### src/hw/rtl/scope_trigger_and_display_fetch_core_defines.svh
// ----------------------------------------------------------------------------
// Scope trigger and display fetch: assertion macros
// Shared concurrent assertion forms, clocked and reset-gated.
// ----------------------------------------------------------------------------
`ifndef SCOPE_TRIGGER_AND_DISPLAY_FETCH_CORE_DEFINES_SVH
`define SCOPE_TRIGGER_AND_DISPLAY_FETCH_CORE_DEFINES_SVH

// Same-cycle implication
`define STDF_ASSERT_IMP(lbl, clk, rstn, ante, cons) \
  lbl: assert property (@(posedge clk) disable iff (!rstn) (ante) |-> (cons)) \
    else $error("stdf assertion failed");

// Next-cycle implication
`define STDF_ASSERT_NEXT(lbl, clk, rstn, ante, cons) \
  lbl: assert property (@(posedge clk) disable iff (!rstn) (ante) |=> (cons)) \
    else $error("stdf assertion failed");

`endif

### src/hw/rtl/stdf_pkg.sv
// ----------------------------------------------------------------------------
// Scope trigger and display fetch package
// Shared constants, codes and the types passed between modules.
// ----------------------------------------------------------------------------
`timescale 1ns / 1ps
`default_nettype none

package stdf_pkg;

  // Default sizes
  localparam int DEPTH_DEF  = 4096;
  localparam int SCREEN_DEF = 320;

  // Field widths
  localparam int SAMPLE_W = 12;
  localparam int GAIN_W   = 16;
  localparam int VALUE_W  = 15;
  localparam int LEVEL_W  = 14;  // signed threshold width

  // Miss counter
  localparam logic [2:0] MISS_SAT        = 3'd7;
  localparam logic [2:0] MISS_SHOW_LIMIT = 3'd5;

  localparam logic [VALUE_W-1:0] VALUE_MAX = 15'h7fff;

  // Operation codes
  localparam logic [1:0] OP_LOAD = 2'd0;
  localparam logic [1:0] OP_TRIG = 2'd1;
  localparam logic [1:0] OP_PIX  = 2'd2;

  // Frame status codes
  localparam logic [1:0] STAT_TRIG = 2'd0;
  localparam logic [1:0] STAT_HIDE = 2'd1;
  localparam logic [1:0] STAT_SHOW = 2'd2;

  // Configuration register indexes
  localparam logic [2:0] CFG_TOL    = 3'd0;
  localparam logic [2:0] CFG_WIN    = 3'd1;
  localparam logic [2:0] CFG_TSTART = 3'd2;
  localparam logic [2:0] CFG_STEP   = 3'd3;
  localparam logic [2:0] CFG_GAIN   = 3'd4;

  // Configuration register file
  typedef struct packed {
    logic [11:0] tol;
    logic [6:0]  win;
    logic [11:0] tstart;
    logic [8:0]  step;
    logic [15:0] gain;
  } cfg_t;

  // Trigger scan completion
  typedef struct packed {
    logic done;
    logic hit;
  } trig_res_t;

endpackage

`default_nettype wire

### src/hw/rtl/stdf_cfg.sv
// ----------------------------------------------------------------------------
// Configuration register bank
// Holds trigger and display settings, written through a valid/ready port.
// ----------------------------------------------------------------------------
`timescale 1ns / 1ps
`default_nettype none

module stdf_cfg (
  input  wire logic        clk_i,
  input  wire logic        rst_ni,
  input  wire logic        cfg_valid_i,
  output logic             cfg_ready_o,
  input  wire logic [2:0]  cfg_index_i,
  input  wire logic [15:0] cfg_data_i,
  output stdf_pkg::cfg_t   cfg_o
);

  stdf_pkg::cfg_t cfg_q, cfg_d;

  // Always able to take a write
  assign cfg_ready_o = 1'b1;

  // Register decode; unknown indexes are dropped
  always_comb begin
    cfg_d = cfg_q;
    if (cfg_valid_i) begin
      case (cfg_index_i)
        stdf_pkg::CFG_TOL:    cfg_d.tol    = cfg_data_i[11:0];
        stdf_pkg::CFG_WIN:    cfg_d.win    = cfg_data_i[6:0];
        stdf_pkg::CFG_TSTART: cfg_d.tstart = cfg_data_i[11:0];
        stdf_pkg::CFG_STEP:   cfg_d.step   = cfg_data_i[8:0];
        stdf_pkg::CFG_GAIN:   cfg_d.gain   = cfg_data_i;
        default:              cfg_d        = cfg_q;
      endcase
    end
  end

  always_ff @(posedge clk_i or negedge rst_ni) begin
    if (!rst_ni) begin
      cfg_q.tol    <= 12'd16;
      cfg_q.win    <= 7'd8;
      cfg_q.tstart <= 12'd0;
      cfg_q.step   <= 9'd1;
      cfg_q.gain   <= 16'd256;
    end else begin
      cfg_q <= cfg_d;
    end
  end

  assign cfg_o = cfg_q;

endmodule

`default_nettype wire

### config.mk
export PLATFORM = sky130hd
export DESIGN_NAME = stdf_cfg
export DESIGN_NICKNAME = d
export VERILOG_FILES = /design/src/hw/rtl/scope_trigger_and_display_fetch_core_defines.svh /design/src/hw/rtl/stdf_pkg.sv /design/src/hw/rtl/stdf_cfg.sv
export SDC_FILE = /design/constraint.sdc
export NUM_CORES = 1
export LEC_CHECK = 0
export BUFFER_PORTS_ARGS = -buffer_cell sky130_fd_sc_hd__buf_2
export CORE_MARGIN = 3
export CORE_UTILIZATION = 52
export CTS_CLUSTER_DIAMETER = 50
export CTS_CLUSTER_SIZE = 30
export DETAILED_ROUTE_END_ITERATION = 10
export PLACE_DENSITY = 0.79
export SYNTH_ARGS = -nofsm -noshare
export SYNTH_HDL_FRONTEND = slang
export SYNTH_SLANG_ARGS = --single-unit
export TNS_END_PERCENT = 10
### constraint.sdc
create_clock -name clk_i -period 1.2 [get_ports clk_i]
set_input_delay 0.06 -clock clk_i [delete_from_list [all_inputs] [get_ports clk_i]]
set_output_delay 0.06 -clock clk_i [all_outputs]
set_load 0.03 [all_outputs]
# Word-level counts from Yosys, hierarchy flattened
# Cells that the tools add are included.
[op_classes]
n_eq_ne = 4
n_reduce_logical = 6
[ops]
columns = ["operator", "n"]
rows = [
  ["$reduce_and 2->1", 5],
  ["$eq 3x2->1 const B", 2],
  ["$eq 3x1->1 const B", 1],
  ["$eq 3x3->1 const B", 1],
  ["$logic_not 3->1", 1],
]
[word_totals]
regBits = 56
input_bits = 22
output_inout_bits = 57
elab_cells = 15

# Longest topological paths before layout
[logic_depth]
word_depth = 2
depth_mapped = 4
ltp_nobuf = 2

# Worst setup path before layout
# No wires, ideal clock.
[synth_timing]
path_type = "input to register"
start = "input cfg_index_i[0]"
end = "register cfg_q, in the netlist cfg_o[10]"
setup_time_ns = 0.125
t_arrival_ns = 0.940
required_ns = 1.075
slack_ns = 0.136
cell_stages = 4
path_buffers = 2
path_cell_list = "nor4bb_1 buf_4 buf_12 mux2_2"
[synth_via]
elab_chain_len = 2
[synth_rtl]
columns = ["element", "line_no", "source"]
rows = [
  ["start: declaration", "stdf_cfg.sv:13", "input wire logic [2:0] cfg_index_i,"],
  ["$eq 3x3->1", "stdf_cfg.sv:27", "case (cfg_index_i)"],
  ["$reduce_and 2->1 (no source line)", "-", ""],
  ["end signal: assignment", "stdf_cfg.sv:46", "cfg_q <= cfg_d;"],
  ["end: declaration", "stdf_cfg.sv:18", "stdf_pkg::cfg_t cfg_q, cfg_d;"],
]
# No other way between the ends.
# A chain may end at the register's enable or synchronous reset.

# Worst setup path after layout
[layout_timing]
start = "register cfg_q, in the netlist cfg_o[40]"
end = "output cfg_o[40] (netlist bit)"
[layout_rtl]
columns = ["element", "line_no", "source"]
rows = [
  ["end: declaration", "stdf_cfg.sv:15", "output stdf_pkg::cfg_t cfg_o"],
]
# No word-level cell between the ends.

==> metrics.md <==
| Metric | Value |
|---|---|
| Die area | `4990 µm²` |
| H-tree depth | `2` |
| Final ANT Viol Nets | `0` |
| First-pass GRT wire length | `7.26 mm` |
| CP Max Fanout | `2` |
| Clk sink count | `56` |
| Clock-pin slew on the worst setup and hold paths | `0.09 ns` |
| Iteration-0 DRC Markers | `75` |
| Final Routed Wirelength | `4.36 mm` |
| Root buf cell | `clkbuf_8` |
| CP Data Required Time | `1.14 ns` |
| Pre-Repair DR Iteration Count | `2` |
| Hold Path Class | `in2reg` |
| ANT cells | `0` |
| Final GP Congestion | `0.749` |
| CTS Buffer Depth | `2` |
| CP max stage delay | `0.55 ns` |
| Commonest non-fill, non-tap cells in the layout | `buf_2, mux2_2, dfrtp_1, clkbuf_8, buf_4` |
| Dpl cells | `251` |
| Starting Density | `0.567` |
| Antenna violations before repair | `0` |
| Final setup margin | `0.0958 ns` |
| Non-filler cells, final | `264` |
| Ratio of cells with drive above 1 in the final layout | `0.731` |
| Grt ovf | `0` |
| Final Max Tran Viols | `0` |
| Area delta synth->final | `29.3%` |
| WP buf/inv | `1` |
| Critical-path top delay cell | `dfstp_2` |
| CP Data Arrival Time | `1.04 ns` |
| Leakage | `1.36 nW` |
| Family with the most delay on the worst path | `flip-flops` |
| CTS tree | `done` |
| Synth Register Bits | `56` |
| Crit-path cells | `buf_2` |
| Worst-Skew Late Latency | `0.30 ns` |
| Final core occ | `0.733` |
| Max FFs per register | `56` |
| Pwr/cell area | `1930 nW/µm²` |
| Outcome | `completed` |
| Final setup viols | `0` |
| Hold Vio Cnt, Final | `0` |
| Ports | `79` |
| Peak VDD IR | `1.06 mV` |
| RSZ-0062 raised after global routing | `no` |
| Clock skew | `0 ns` |
| Count of cell types in the netlist | `12` |
| Wire length per cell | `16.5 µm` |
| Vias | `1366` |
| Nets | `237` |
| Pin count of the biggest net entering global routing | `57` |
| Post-DP HPWL | `3.23 mm` |
| Post-synth net total | `146` |
| Total CTS buffers | `5` |
| Final min period | `1.10 ns` |
| Synth warn | `0` |
| Synthesized area | `2170 µm²` |
| Crit path launch type | `flop` |
| Vias per cell | `5.17` |
| Average size of a mapped cell | `17.5 µm²` |
| Synthesized netlist cell count | `124` |
| Row count | `22` |
| Die width | `70.6 µm` |
| Sequential area share after synthesis | `0.648` |
| Type of the worst setup path | `reg2out` |
| Max Cap Violations | `0` |
| Global Route Usage Sum | `0.190` |
| Place WS | `-0.0713 ns` |
| DRC violations left | `0` |
| Setup crit end kind | `output pin` |
| Period utilization | `0.920` |
| F_max | `0.906 GHz` |
| Port Buffers | `77` |
| Core area | `3830 µm²` |
| Number of global-route vias before repair | `1449` |
| Die Span Y | `70.6 µm` |
| Most common cell after layout, fill and taps aside | `buf_2` |
## final timing paths
| path | slack (ns) | start | endpoint | cells after the start |
|---|---|---|---|---|
| max in group asynchronous | 0.63 | rst_ni | cfg_o[16] | 3 |
| worst min-delay path | 0.01 | cfg_data_i[10] | cfg_o[54] | 2 |
| worst min register to register | 0.50 | cfg_o[2] | cfg_o[2] | 1 |
| min in group asynchronous | 0.27 | rst_ni | cfg_o[50] | 3 |
| worst max-delay path | 0.1 | cfg_o[40] | cfg_o[40] | 1 |
| worst max register to register | 0.42 | cfg_o[5] | cfg_o[5] | 1 |
## power breakdown
group / leakage [nW] / internal [W] / switching (W)
logic: 0.645 / 0.000656 / 0.00122
registers: 0.666 / 0.00232 / 0.000208
clock network: 0.0510 / 0.000461 / 0.000556
total: 1.36 / 0.00344 / 0.00199
## cell type report
cell class	instances	area (µm²)
sequential	56	1410
fill	259	1020
multi-input combinational	62	727
timing repair buffer	90	520
clock buffer	6	82.6
tap	48	60.1
clock inverter	2	10.0
## metrics by stage
stage                     total power, W  TNS (ns)  hold slack [ns]  instance area [µm²]
after global placement           0.00440    -0.238           0.0715                 2660
after detailed placement         0.00447    -0.921           0.0789                 2660
final                            0.00543         0           0.0131                 2810
after floorplan                  0.00381         0           -0.236                 2170
after CTS                        0.00550         0          0.00391                 2810
after global routing             0.00570         0           0.0108                 2810
## Yosys cell counts
master | n | area [µm²]
and4bb_2 | 1 | 12.5
buf_2 | 1 | 5.00
nor4b_4 | 1 | 23.8
nand4b_2 | 1 | 15.0
dfstp_2 | 4 | 105
mux2_2 | 56 | 631
buf_12 | 1 | 20.0
buf_4 | 3 | 22.5
dfrtp_1 | 52 | 1300
nor4bb_1 | 2 | 20.0
buf_6 | 1 | 11.3
conb_1 | 1 | 3.75
## per-layer routing
| metal | GRT usage | wire length, µm | vias to the layer above |
|---|---|---|---|
| met5 | 0 | 0 | - |
| met4 | 0.0564 | 59 | 0 |
| met3 | 0.0568 | 288 | 5 |
| met2 | 0.307 | 2170 | 46 |
| met1 | 0.252 | 1830 | 690 |
| li1 | - | - | 625 |
## logic make-up (layout without fill, tap and decap cells)
kind of cell	after synthesis	in the layout	synth area share
AND/OR/NAND/NOR	5	5	0.0328
multiplexers	56	56	0.290
flip-flops	56	56	0.648
buffers and inverters	6	98	0.0271
other	1	1	0.00173
## timing repair
action                                 4_1_cts  5_1_grt
setup endpoints to repair                    0        0
buffers inserted                             0        0
endpoints found under the hold margin       56        0
hold buffers                                 5        0
gates resized for setup                      0        0
(Power assumes the default switching activity.)
