===== config.mk =====
export PLATFORM = sky130hd
export DESIGN_NAME = stdf_trig
export DESIGN_NICKNAME = d
export VERILOG_FILES = /design/src/hw/rtl/scope_trigger_and_display_fetch_core_defines.svh /design/src/hw/rtl/stdf_pkg.sv /design/src/hw/rtl/stdf_trig.sv
export SDC_FILE = /design/constraint.sdc
export NUM_CORES = 1
export LEC_CHECK = 0
export BUFFER_PORTS_ARGS = -buffer_cell sky130_fd_sc_hd__buf_2
export CAP_MARGIN = 20
export CORE_UTILIZATION = 25
export DETAILED_ROUTE_END_ITERATION = 7
export PLACE_DENSITY_LB_ADDON = 0.05
export SKIP_LAST_GASP = 1
export SYNTH_ARGS = -nofsm -noshare
export SYNTH_HDL_FRONTEND = slang
export SYNTH_SLANG_ARGS = --single-unit
export TNS_END_PERCENT = 50

===== constraint.sdc =====
create_clock -name clk_i -period 5.4 [get_ports clk_i]
set_input_delay 0.54 -clock clk_i [delete_from_list [all_inputs] [get_ports clk_i]]
set_output_delay 0.54 -clock clk_i [all_outputs]
set_load 0.02 [all_outputs]

===== src/hw/rtl/scope_trigger_and_display_fetch_core_defines.svh =====
// ----------------------------------------------------------------------------
// Scope trigger and display fetch: assertion macros
// Shared concurrent assertion forms, clocked and reset-gated.
// ----------------------------------------------------------------------------
`ifndef SCOPE_TRIGGER_AND_DISPLAY_FETCH_CORE_DEFINES_SVH
`define SCOPE_TRIGGER_AND_DISPLAY_FETCH_CORE_DEFINES_SVH

// Same-cycle implication
`define STDF_ASSERT_IMP(lbl, clk, rstn, ante, cons) \
  lbl: assert property (@(posedge clk) disable iff (!rstn) (ante) |-> (cons)) \
    else $error("stdf assertion failed");

// Next-cycle implication
`define STDF_ASSERT_NEXT(lbl, clk, rstn, ante, cons) \
  lbl: assert property (@(posedge clk) disable iff (!rstn) (ante) |=> (cons)) \
    else $error("stdf assertion failed");

`endif


===== src/hw/rtl/stdf_pkg.sv =====
// ----------------------------------------------------------------------------
// Scope trigger and display fetch package
// Shared constants, codes and the types passed between modules.
// ----------------------------------------------------------------------------
`timescale 1ns / 1ps
`default_nettype none

package stdf_pkg;

  // Default sizes
  localparam int DEPTH_DEF  = 4096;
  localparam int SCREEN_DEF = 320;

  // Field widths
  localparam int SAMPLE_W = 12;
  localparam int GAIN_W   = 16;
  localparam int VALUE_W  = 15;
  localparam int LEVEL_W  = 14;  // signed threshold width

  // Miss counter
  localparam logic [2:0] MISS_SAT        = 3'd7;
  localparam logic [2:0] MISS_SHOW_LIMIT = 3'd5;

  localparam logic [VALUE_W-1:0] VALUE_MAX = 15'h7fff;

  // Operation codes
  localparam logic [1:0] OP_LOAD = 2'd0;
  localparam logic [1:0] OP_TRIG = 2'd1;
  localparam logic [1:0] OP_PIX  = 2'd2;

  // Frame status codes
  localparam logic [1:0] STAT_TRIG = 2'd0;
  localparam logic [1:0] STAT_HIDE = 2'd1;
  localparam logic [1:0] STAT_SHOW = 2'd2;

  // Configuration register indexes
  localparam logic [2:0] CFG_TOL    = 3'd0;
  localparam logic [2:0] CFG_WIN    = 3'd1;
  localparam logic [2:0] CFG_TSTART = 3'd2;
  localparam logic [2:0] CFG_STEP   = 3'd3;
  localparam logic [2:0] CFG_GAIN   = 3'd4;

  // Configuration register file
  typedef struct packed {
    logic [11:0] tol;
    logic [6:0]  win;
    logic [11:0] tstart;
    logic [8:0]  step;
    logic [15:0] gain;
  } cfg_t;

  // Trigger scan completion
  typedef struct packed {
    logic done;
    logic hit;
  } trig_res_t;

endpackage

`default_nettype wire


===== src/hw/rtl/stdf_trig.sv =====
// ----------------------------------------------------------------------------
// Trigger scan engine
// Streams the capture memory one sample per cycle, tracking the latest
// above-high sample and stopping at the first below-low sample in its window.
// ----------------------------------------------------------------------------
`timescale 1ns / 1ps
`default_nettype none

module stdf_trig #(
  parameter int DEPTH  = stdf_pkg::DEPTH_DEF,
  parameter int SCREEN = stdf_pkg::SCREEN_DEF
) (
  input  wire logic                              clk_i,
  input  wire logic                              rst_ni,
  input  wire logic                              go_i,
  input  stdf_pkg::cfg_t                         cfg_i,
  input  wire logic [stdf_pkg::SAMPLE_W-1:0]     amp_max_i,
  input  wire logic [stdf_pkg::SAMPLE_W-1:0]     amp_min_i,
  output logic      [$clog2(DEPTH)-1:0]          rd_addr_o,
  input  wire logic [stdf_pkg::SAMPLE_W-1:0]     rd_data_i,
  output stdf_pkg::trig_res_t                    res_o,
  output logic      [$clog2(DEPTH)-1:0]          hit_idx_o
);

  localparam int AW  = $clog2(DEPTH);
  localparam int IW  = ((AW > 12) ? AW : 12) + 1;
  localparam int END = DEPTH - SCREEN;
  localparam int LW  = stdf_pkg::LEVEL_W;

  logic                 run_q, run_d;
  logic [IW-1:0]        addr_q, addr_d;
  logic [IW-1:0]        rd_idx_q, rd_idx_d;
  logic                 rd_vld_q, rd_vld_d;
  logic [IW-1:0]        last_q, last_d;
  logic                 last_vld_q, last_vld_d;
  logic signed [LW-1:0] high_q, high_d;
  logic signed [LW-1:0] low_q, low_d;

  logic [12:0]          sum;
  logic [11:0]          centre;
  logic signed [LW-1:0] samp_s;
  logic [IW-1:0]        span, span_nxt, nxt_idx;
  logic                 is_lo, is_hi, in_win, hit, miss, pend;

  // Thresholds from the frame extremes
  always_comb begin
    sum    = {1'b0, amp_max_i} + {1'b0, amp_min_i};
    centre = sum[12:1];
    high_d = $signed({2'b00, centre}) + $signed({2'b00, cfg_i.tol});
    low_d  = $signed({2'b00, centre}) - $signed({2'b00, cfg_i.tol});
  end

  // Compare the sample returned for rd_idx_q
  always_comb begin
    samp_s     = $signed({2'b00, rd_data_i});
    is_lo      = samp_s < low_q;
    is_hi      = samp_s > high_q;
    span       = rd_idx_q - last_q;
    in_win     = last_vld_q && (span < IW'(cfg_i.win));
    hit        = run_q && rd_vld_q && is_lo && in_win;

    last_d     = last_q;
    last_vld_d = last_vld_q;
    if (run_q && rd_vld_q && is_hi && (rd_idx_q < IW'(END))) begin
      last_d     = rd_idx_q;
      last_vld_d = 1'b1;
    end
    // A new search starts with no open window
    if (go_i) begin
      last_vld_d = 1'b0;
    end

    // Nothing later can hit once past the search end with no open window
    nxt_idx  = rd_idx_q + IW'(1);
    span_nxt = nxt_idx - last_d;
    pend     = last_vld_d && (span_nxt < IW'(cfg_i.win));
    miss     = run_q && rd_vld_q && !hit &&
               ((nxt_idx >= IW'(DEPTH)) || ((nxt_idx >= IW'(END)) && !pend));
  end

  // Sequencing of reads and run control
  always_comb begin
    run_d    = run_q;
    addr_d   = addr_q;
    rd_idx_d = rd_idx_q;
    rd_vld_d = rd_vld_q;
    if (go_i) begin
      run_d    = 1'b1;
      addr_d   = IW'(cfg_i.tstart);
      rd_vld_d = 1'b0;
    end else if (run_q) begin
      addr_d   = addr_q + IW'(1);
      rd_idx_d = addr_q;
      rd_vld_d = 1'b1;
      if (hit || miss) begin
        run_d = 1'b0;
      end
    end
  end

  always_ff @(posedge clk_i or negedge rst_ni) begin
    if (!rst_ni) begin
      run_q      <= 1'b0;
      rd_vld_q   <= 1'b0;
      last_vld_q <= 1'b0;
    end else begin
      run_q      <= run_d;
      rd_vld_q   <= rd_vld_d;
      last_vld_q <= last_vld_d;
    end
  end

  always_ff @(posedge clk_i) begin
    addr_q   <= addr_d;
    rd_idx_q <= rd_idx_d;
    last_q   <= last_d;
    if (go_i) begin
      high_q <= high_d;
      low_q  <= low_d;
    end
  end

  assign rd_addr_o = addr_q[AW-1:0];
  assign res_o.done = hit || miss;
  assign res_o.hit  = hit;
  assign hit_idx_o  = rd_idx_q[AW-1:0];

endmodule

`default_nettype wire


After elaboration in Yosys (flattened, before gate mapping)
Index checks and enable logic that the tools add are counted.
W data, S select, Z words.

word-level totals
  bits in registers = 70
  bits of input ports = 95
  output and inout port bits = 26
  logic and storage cells = 50

cells by class
  add/subtract/negate cells = 7
  magnitude comparators = 7
  multiplexer cells = 10
  bitwise operators = 1
  reductions and logical operators = 16

operator list
  cell                     number
  $add A12 B12 Y13         2
  $add A13 B1 Y13 const B  2
  $lt A13 B7 Y1            2
  $sub A13 B13 Y13         2
  $mux W12                 2
  $gt A13 B14 Y1           1
  $lt A13 B14 Y1           1
  $ge A13 B12 Y1 const B   1
  $ge A13 B13 Y1 const B   1
  $lt A13 B12 Y1 const B   1
  $mux W13                 1
  $sub A12 B12 Y13         1
  $logic_and A1 B1 Y1      10
  $mux W1                  7
  $logic_not A1 Y1         2
  $logic_or A1 B1 Y1       2
  $reduce_and A2 Y1        1
  $reduce_bool A2 Y1       1
  $not A1 Y1               1

Longest topological paths before layout
  depth in word-level cells = 15
  depth in mapped cells = 26
  mapped depth without buffers = 24

Least setup slack after synthesis
OpenSTA, ideal clock, no wires.

  path type = input to output
  start point = input port rd_data_i[4] (netlist name)
  end point = output port res_o[1] (netlist name)
  data arrival time = 4,669 ps
  required time = 4,860 ps
  slack = 191 ps
  stages on the path = 23
  buffers on the path = 2
  cell sequence = ha_1 -> nand4_1 -> nor2_1 -> a2111o_1 -> or2_2 -> buf_4 -> buf_6 -> o21ai_0 -> ha_1 -> inv_1 -> fa_1 -> a21oi_1 -> o22ai_1 -> nor2_1 -> xnor2_1 -> ha_1 -> a211oi_1 -> o311ai_0 -> a211o_1 -> a2111oi_2 -> o21ai_0 -> nor2_1 -> o21ai_0

RTL lines
  item         line             RTL
  from (decl)  stdf_trig.sv:20  input wire logic [stdf_pkg::SAMPLE_W-1:0] rd_data_i,
  to (decl)    stdf_trig.sv:21  output stdf_pkg::trig_res_t res_o,

==> results by stage <==
Outcome:
- The flow ran to the end, but the final reports show violations.
- The checks that failed: negative setup slack.

Setup path:
- The setup check on the worst reg-to-reg path leaves a slack of 0.67 ns.
- The termination of the worst setup path is res_o[1].
- The critical path is of the reg -> out type.
- The element type at the critical path end is an output pin.
- The startpoint of the most critical setup path is high_q[3].
- Data arrives at the worst endpoint at 4.98 ns.
- The endpoint required time on the critical path is 4.86 ns.
- The worst setup path is launched from a flop.
- The worst reg2reg path depth is 25.
- The maximum fanout along the worst path is 4.
- The worst register-to-register path ends at run_q.
- In this run the critical register-to-register path is launched from high_q[3].

Clock tree:
- The clock latency of the later-clocked register in the worst-skew pair is 0.35 ns.
- In this run, CTS created clock tree buffers numbering 9.
- In this run the deepest clock path goes through 2 buffers.
- TritonCTS built the clock tree.
- The total number of clock tree sinks is 67.
- After clock tree synthesis, the clock-pin slew on the worst setup and hold paths is 0.07 ns.
- CTS built an H-tree with a depth of 3.
- In this run the clock root is driven by a clkbuf_16.

Die:
- Row generation in the floorplan step produced 57 rows.
- The floorplan core area is 24500 µm².
- The initial utilization of the core area, before any placement, comes to 25.8%.
- The die is 161 µm wide.
- 121 I/O pins were placed.
- The die is 161 µm tall.
- The die covers 25900 µm².

Synth:
- The cell area that synthesis handed to floorplanning was 6320 µm².
- Yosys printed 0 warnings.
- The number of flops mapped to enable cells by yosys is 50.
- The synthesized design contains 67 register bits.
- The area fraction of the dominant cell type after synthesis is 23.8%.
- Counting distinct cell types in the post-synthesis netlist gives 64.
- The share of synthesized area occupied by flip-flops and latches is 29.4%.
- Counting every instance in the synthesized netlist gives 698.
- Ranked by total cell area, the synthesized netlist is headed by edfxtp_1 (24%), ha_1 (19%), xnor2_1 (5.7%), inv_1 (5.5%), dfxtp_1 (4.4%).
- The post-synthesis cell type with the largest combined area is edfxtp_1.
- Counting every net in the synthesized netlist gives 895.
- The fraction of registers with async set or reset after synthesis is 4.48%.
- A synthesized cell averages 9.05 µm².
- The commonest register cell after synthesis is edfxtp_1.

Place:
- The routability congestion estimate is 0.818.
- The count of buffers added on input and output ports is 95.
- Timing analysis after detailed placement gives a worst setup slack of -0.479 ns.
- The final HPWL from detailed placement is 13.7 mm.

Timing:
- The post-route minimum period is 5.52 ns.
- Based on the critical path, the design can be clocked at up to 181 MHz.
- The worst-case headroom to the max-slew limit is 61.4%.
- The number of endpoints with negative hold slack in the final report came to 0.
- On the final layout, the worst clock skew is 0.0127 ns.
- The final count of pins violating max slew is 0.
- In the final timing run, aggregate negative setup slack is -0.123 ns.
- Hold timing on the final database bottoms out at a slack of 0.465 ns.
- After layout, the worst setup slack is -0.123 ns.
- Setup repair after global routing could not meet its margin everywhere.
- The fraction of the cycle the final worst path needs is 102%.
- Setup violations remaining at the end of the flow were counted as 1.
- The transition time at the pin with the least slew margin is 0.579 ns.

Detailed routing:
- In the routed layout, each cell is associated on average with a via count of 4.51.
- The total detailed-routing wirelength is 16.7 mm.
- The via count is 5173.
- The number of optimization iterations in the first detailed-route pass is 5.
- The post-route met1 wirelength is 8.55 mm.
- The met3 wire length is 615 µm.
- The residual DRC count is 0.
- The iteration-0 DRC count of the detailed router is 215.
- Dividing the detail-routed wire length by the instance count gives 14.6 µm.
- The met2 layer wire length in the routed design is 7.37 mm.
- The detail route stage leaves a number of antenna-violating nets equal to 0.
- The highest metal layer with signal wires is met4.

Global route:
- The via count of the first global-routing pass is 5303.
- For this run, the total global-route usage over all layers was measured as 13.2%.
- The first global-routing pass estimated 26.8 mm of wire.
- Global routing finished with a remaining overflow of 0.
- The initial antenna violation count came to 0.
- Entering global routing, the biggest net connects 54 pins.

Power:
- Summed over all cells, the static leakage comes to 3.64 nW.
- The ratio of total power to cell area is 441 nW/µm².
- The total power of the final layout is 0.00345 W.
- The worst voltage drop across the vdd grid is 0.156 mV.

Cells and area:
- The core occupancy in the finished layout is 31.8%.
- Counting the fill cells in the layout gives 2632.
- The number of antenna diodes in the final layout is 0.
- The final layout contains 1014 nets.
- The layout overhead on the synthesized area is 23.6%.
- The fraction of final layout cells with drive strength greater than 1 is 24.2%.

Min path:
- The startpoint identified for the worst hold timing path is cfg_i[35].
- The tightest min-delay check is of the in -> reg type.

Run:
- Max-cap violations in this run came to 0.
==> Yosys cell counts, types with 13 or more instances <==
master	instances
a21oi_1	46
inv_1	92
ha_1	97
nand3_1	19
a21o_1	16
edfxtp_1	50
buf_4	26
o21ai_0	39
mux2i_1	13
xor2_1	19
nand2_1	42
nor2_1	41
dfxtp_1	14
xnor2_1	41
==> state kept, by name (all words and copies together), names as in the netlist <==
signal,count
rd_idx_q,13
low_q,13
last_q,13
last_vld_q,1
addr_q,13
run_q,1
high_q,12
rd_vld_q,1
==> through the flow <==
| step | instance area [µm²] | cells |
|---|---|---|
| after floorplan | 6320 | 698 |
| after global placement | 7300 | 1127 |
| after detailed placement | 7300 | 1127 |
| after CTS | 7660 | 1145 |
| after global routing | 7810 | 1146 |
| final | 7810 | 1146 |
==> cell type report <==
cell class / count / area, µm² / area share, %
multi-input combinational: 503 / 4040 / 51.7
sequential: 67 / 1860 / 23.8
timing repair buffer: 144 / 860 / 11.0
tap: 324 / 405 / 5.19
inverter: 92 / 345 / 4.42
clock buffer: 9 / 225 / 2.88
clock inverter: 7 / 82.6 / 1.06
==> kinds of logic (layout without fill, tap and decap cells) <==
kind of cell	count (synthesis)	in the layout	synth area share [%]
multiplexers	15	15	2.42
flip-flops	67	67	29.4
adder cells (fa/ha/maj)	102	102	20.8
AND/OR/NAND/NOR	159	159	12.2
XOR/XNOR	61	61	8.57
buffers and inverters	128	252	9.38
AO/OA/AOI/OAI	166	166	17.2
==> worst min-delay path by stage <==
stage / endpoint / depth (start not counted)
after floorplan: last_vld_q / 0
after global placement: rd_vld_q / 1
after CTS: addr_q[3] / 3
after detailed placement: run_q / 1
after global routing: addr_q[9] / 3
final: addr_q[10] / 3
==> repair_timing <==
item | in CTS | in global routing
endpoints found under the hold margin | 3 | 0
endpoints found under the setup margin | 1 | 2
pin swaps | 2 | 20
resized for setup | 9 | 32
hold buffers | 1 | 0
setup buffers | 1 | 0
==> metal layers <==
metal | track usage, % | up-vias
met5 | 0 | -
met4 | 2.87 | 0
met3 | 2.85 | 17
met2 | 21.1 | 88
met1 | 18.1 | 2388
li1 | - | 2680
==> placed cells by master, fill, tap and decap left out, drive strengths merged, types with 3 or more instances in the layout <==
master and instances:
buf 143, ha 97, inv 95, edfxtp 50, a21oi 46, nand2 42, xnor2 42, o21ai 42
nor2 41, nand3 19, xor2 19, a21o 16, dfxtp 14, mux2i 13, nor3 10, clkbuf 9
nand4 8, o21bai 8, nand2b 8, nor2b 8, a211oi 8, and3 6, o22ai 5, fa 5
or2 4, o311ai 4, a31o 4, o31a 3, o21a 3, o41a 3, dfrtp 3, nor4 3
nor3b 3, a31oi 3
==> worst max-delay path, cell delays in order, from the launching register on <==
cell and delay (ns):
edfxtp_1 0.38, inv_2 0.08, ha_4 0.20, a211oi_2 0.17
nor2_1 0.08, nor4_2 0.31, buf_4 0.16, o21a_1 0.12
or2_4 0.18, mux2i_4 0.26, ha_4 0.22, nor2b_4 0.12
o21ai_2 0.12, nand2b_1 0.08, a21o_1 0.17, a21oi_2 0.12
xnor2_1 0.14, ha_1 0.28, a21oi_2 0.15, o22ai_1 0.08
a211o_1 0.31, a2111oi_4 0.39, o21ai_2 0.13, nor2_2 0.13
o21ai_2 0.09, buf_6 0.15
==> power breakdown <==
part	switching [W]	internal (W)
Combinational	0.00110	0.000923
Sequential	0.0000849	0.000726
Clock	0.000253	0.000365
Power figures use the tool's default switching activity.
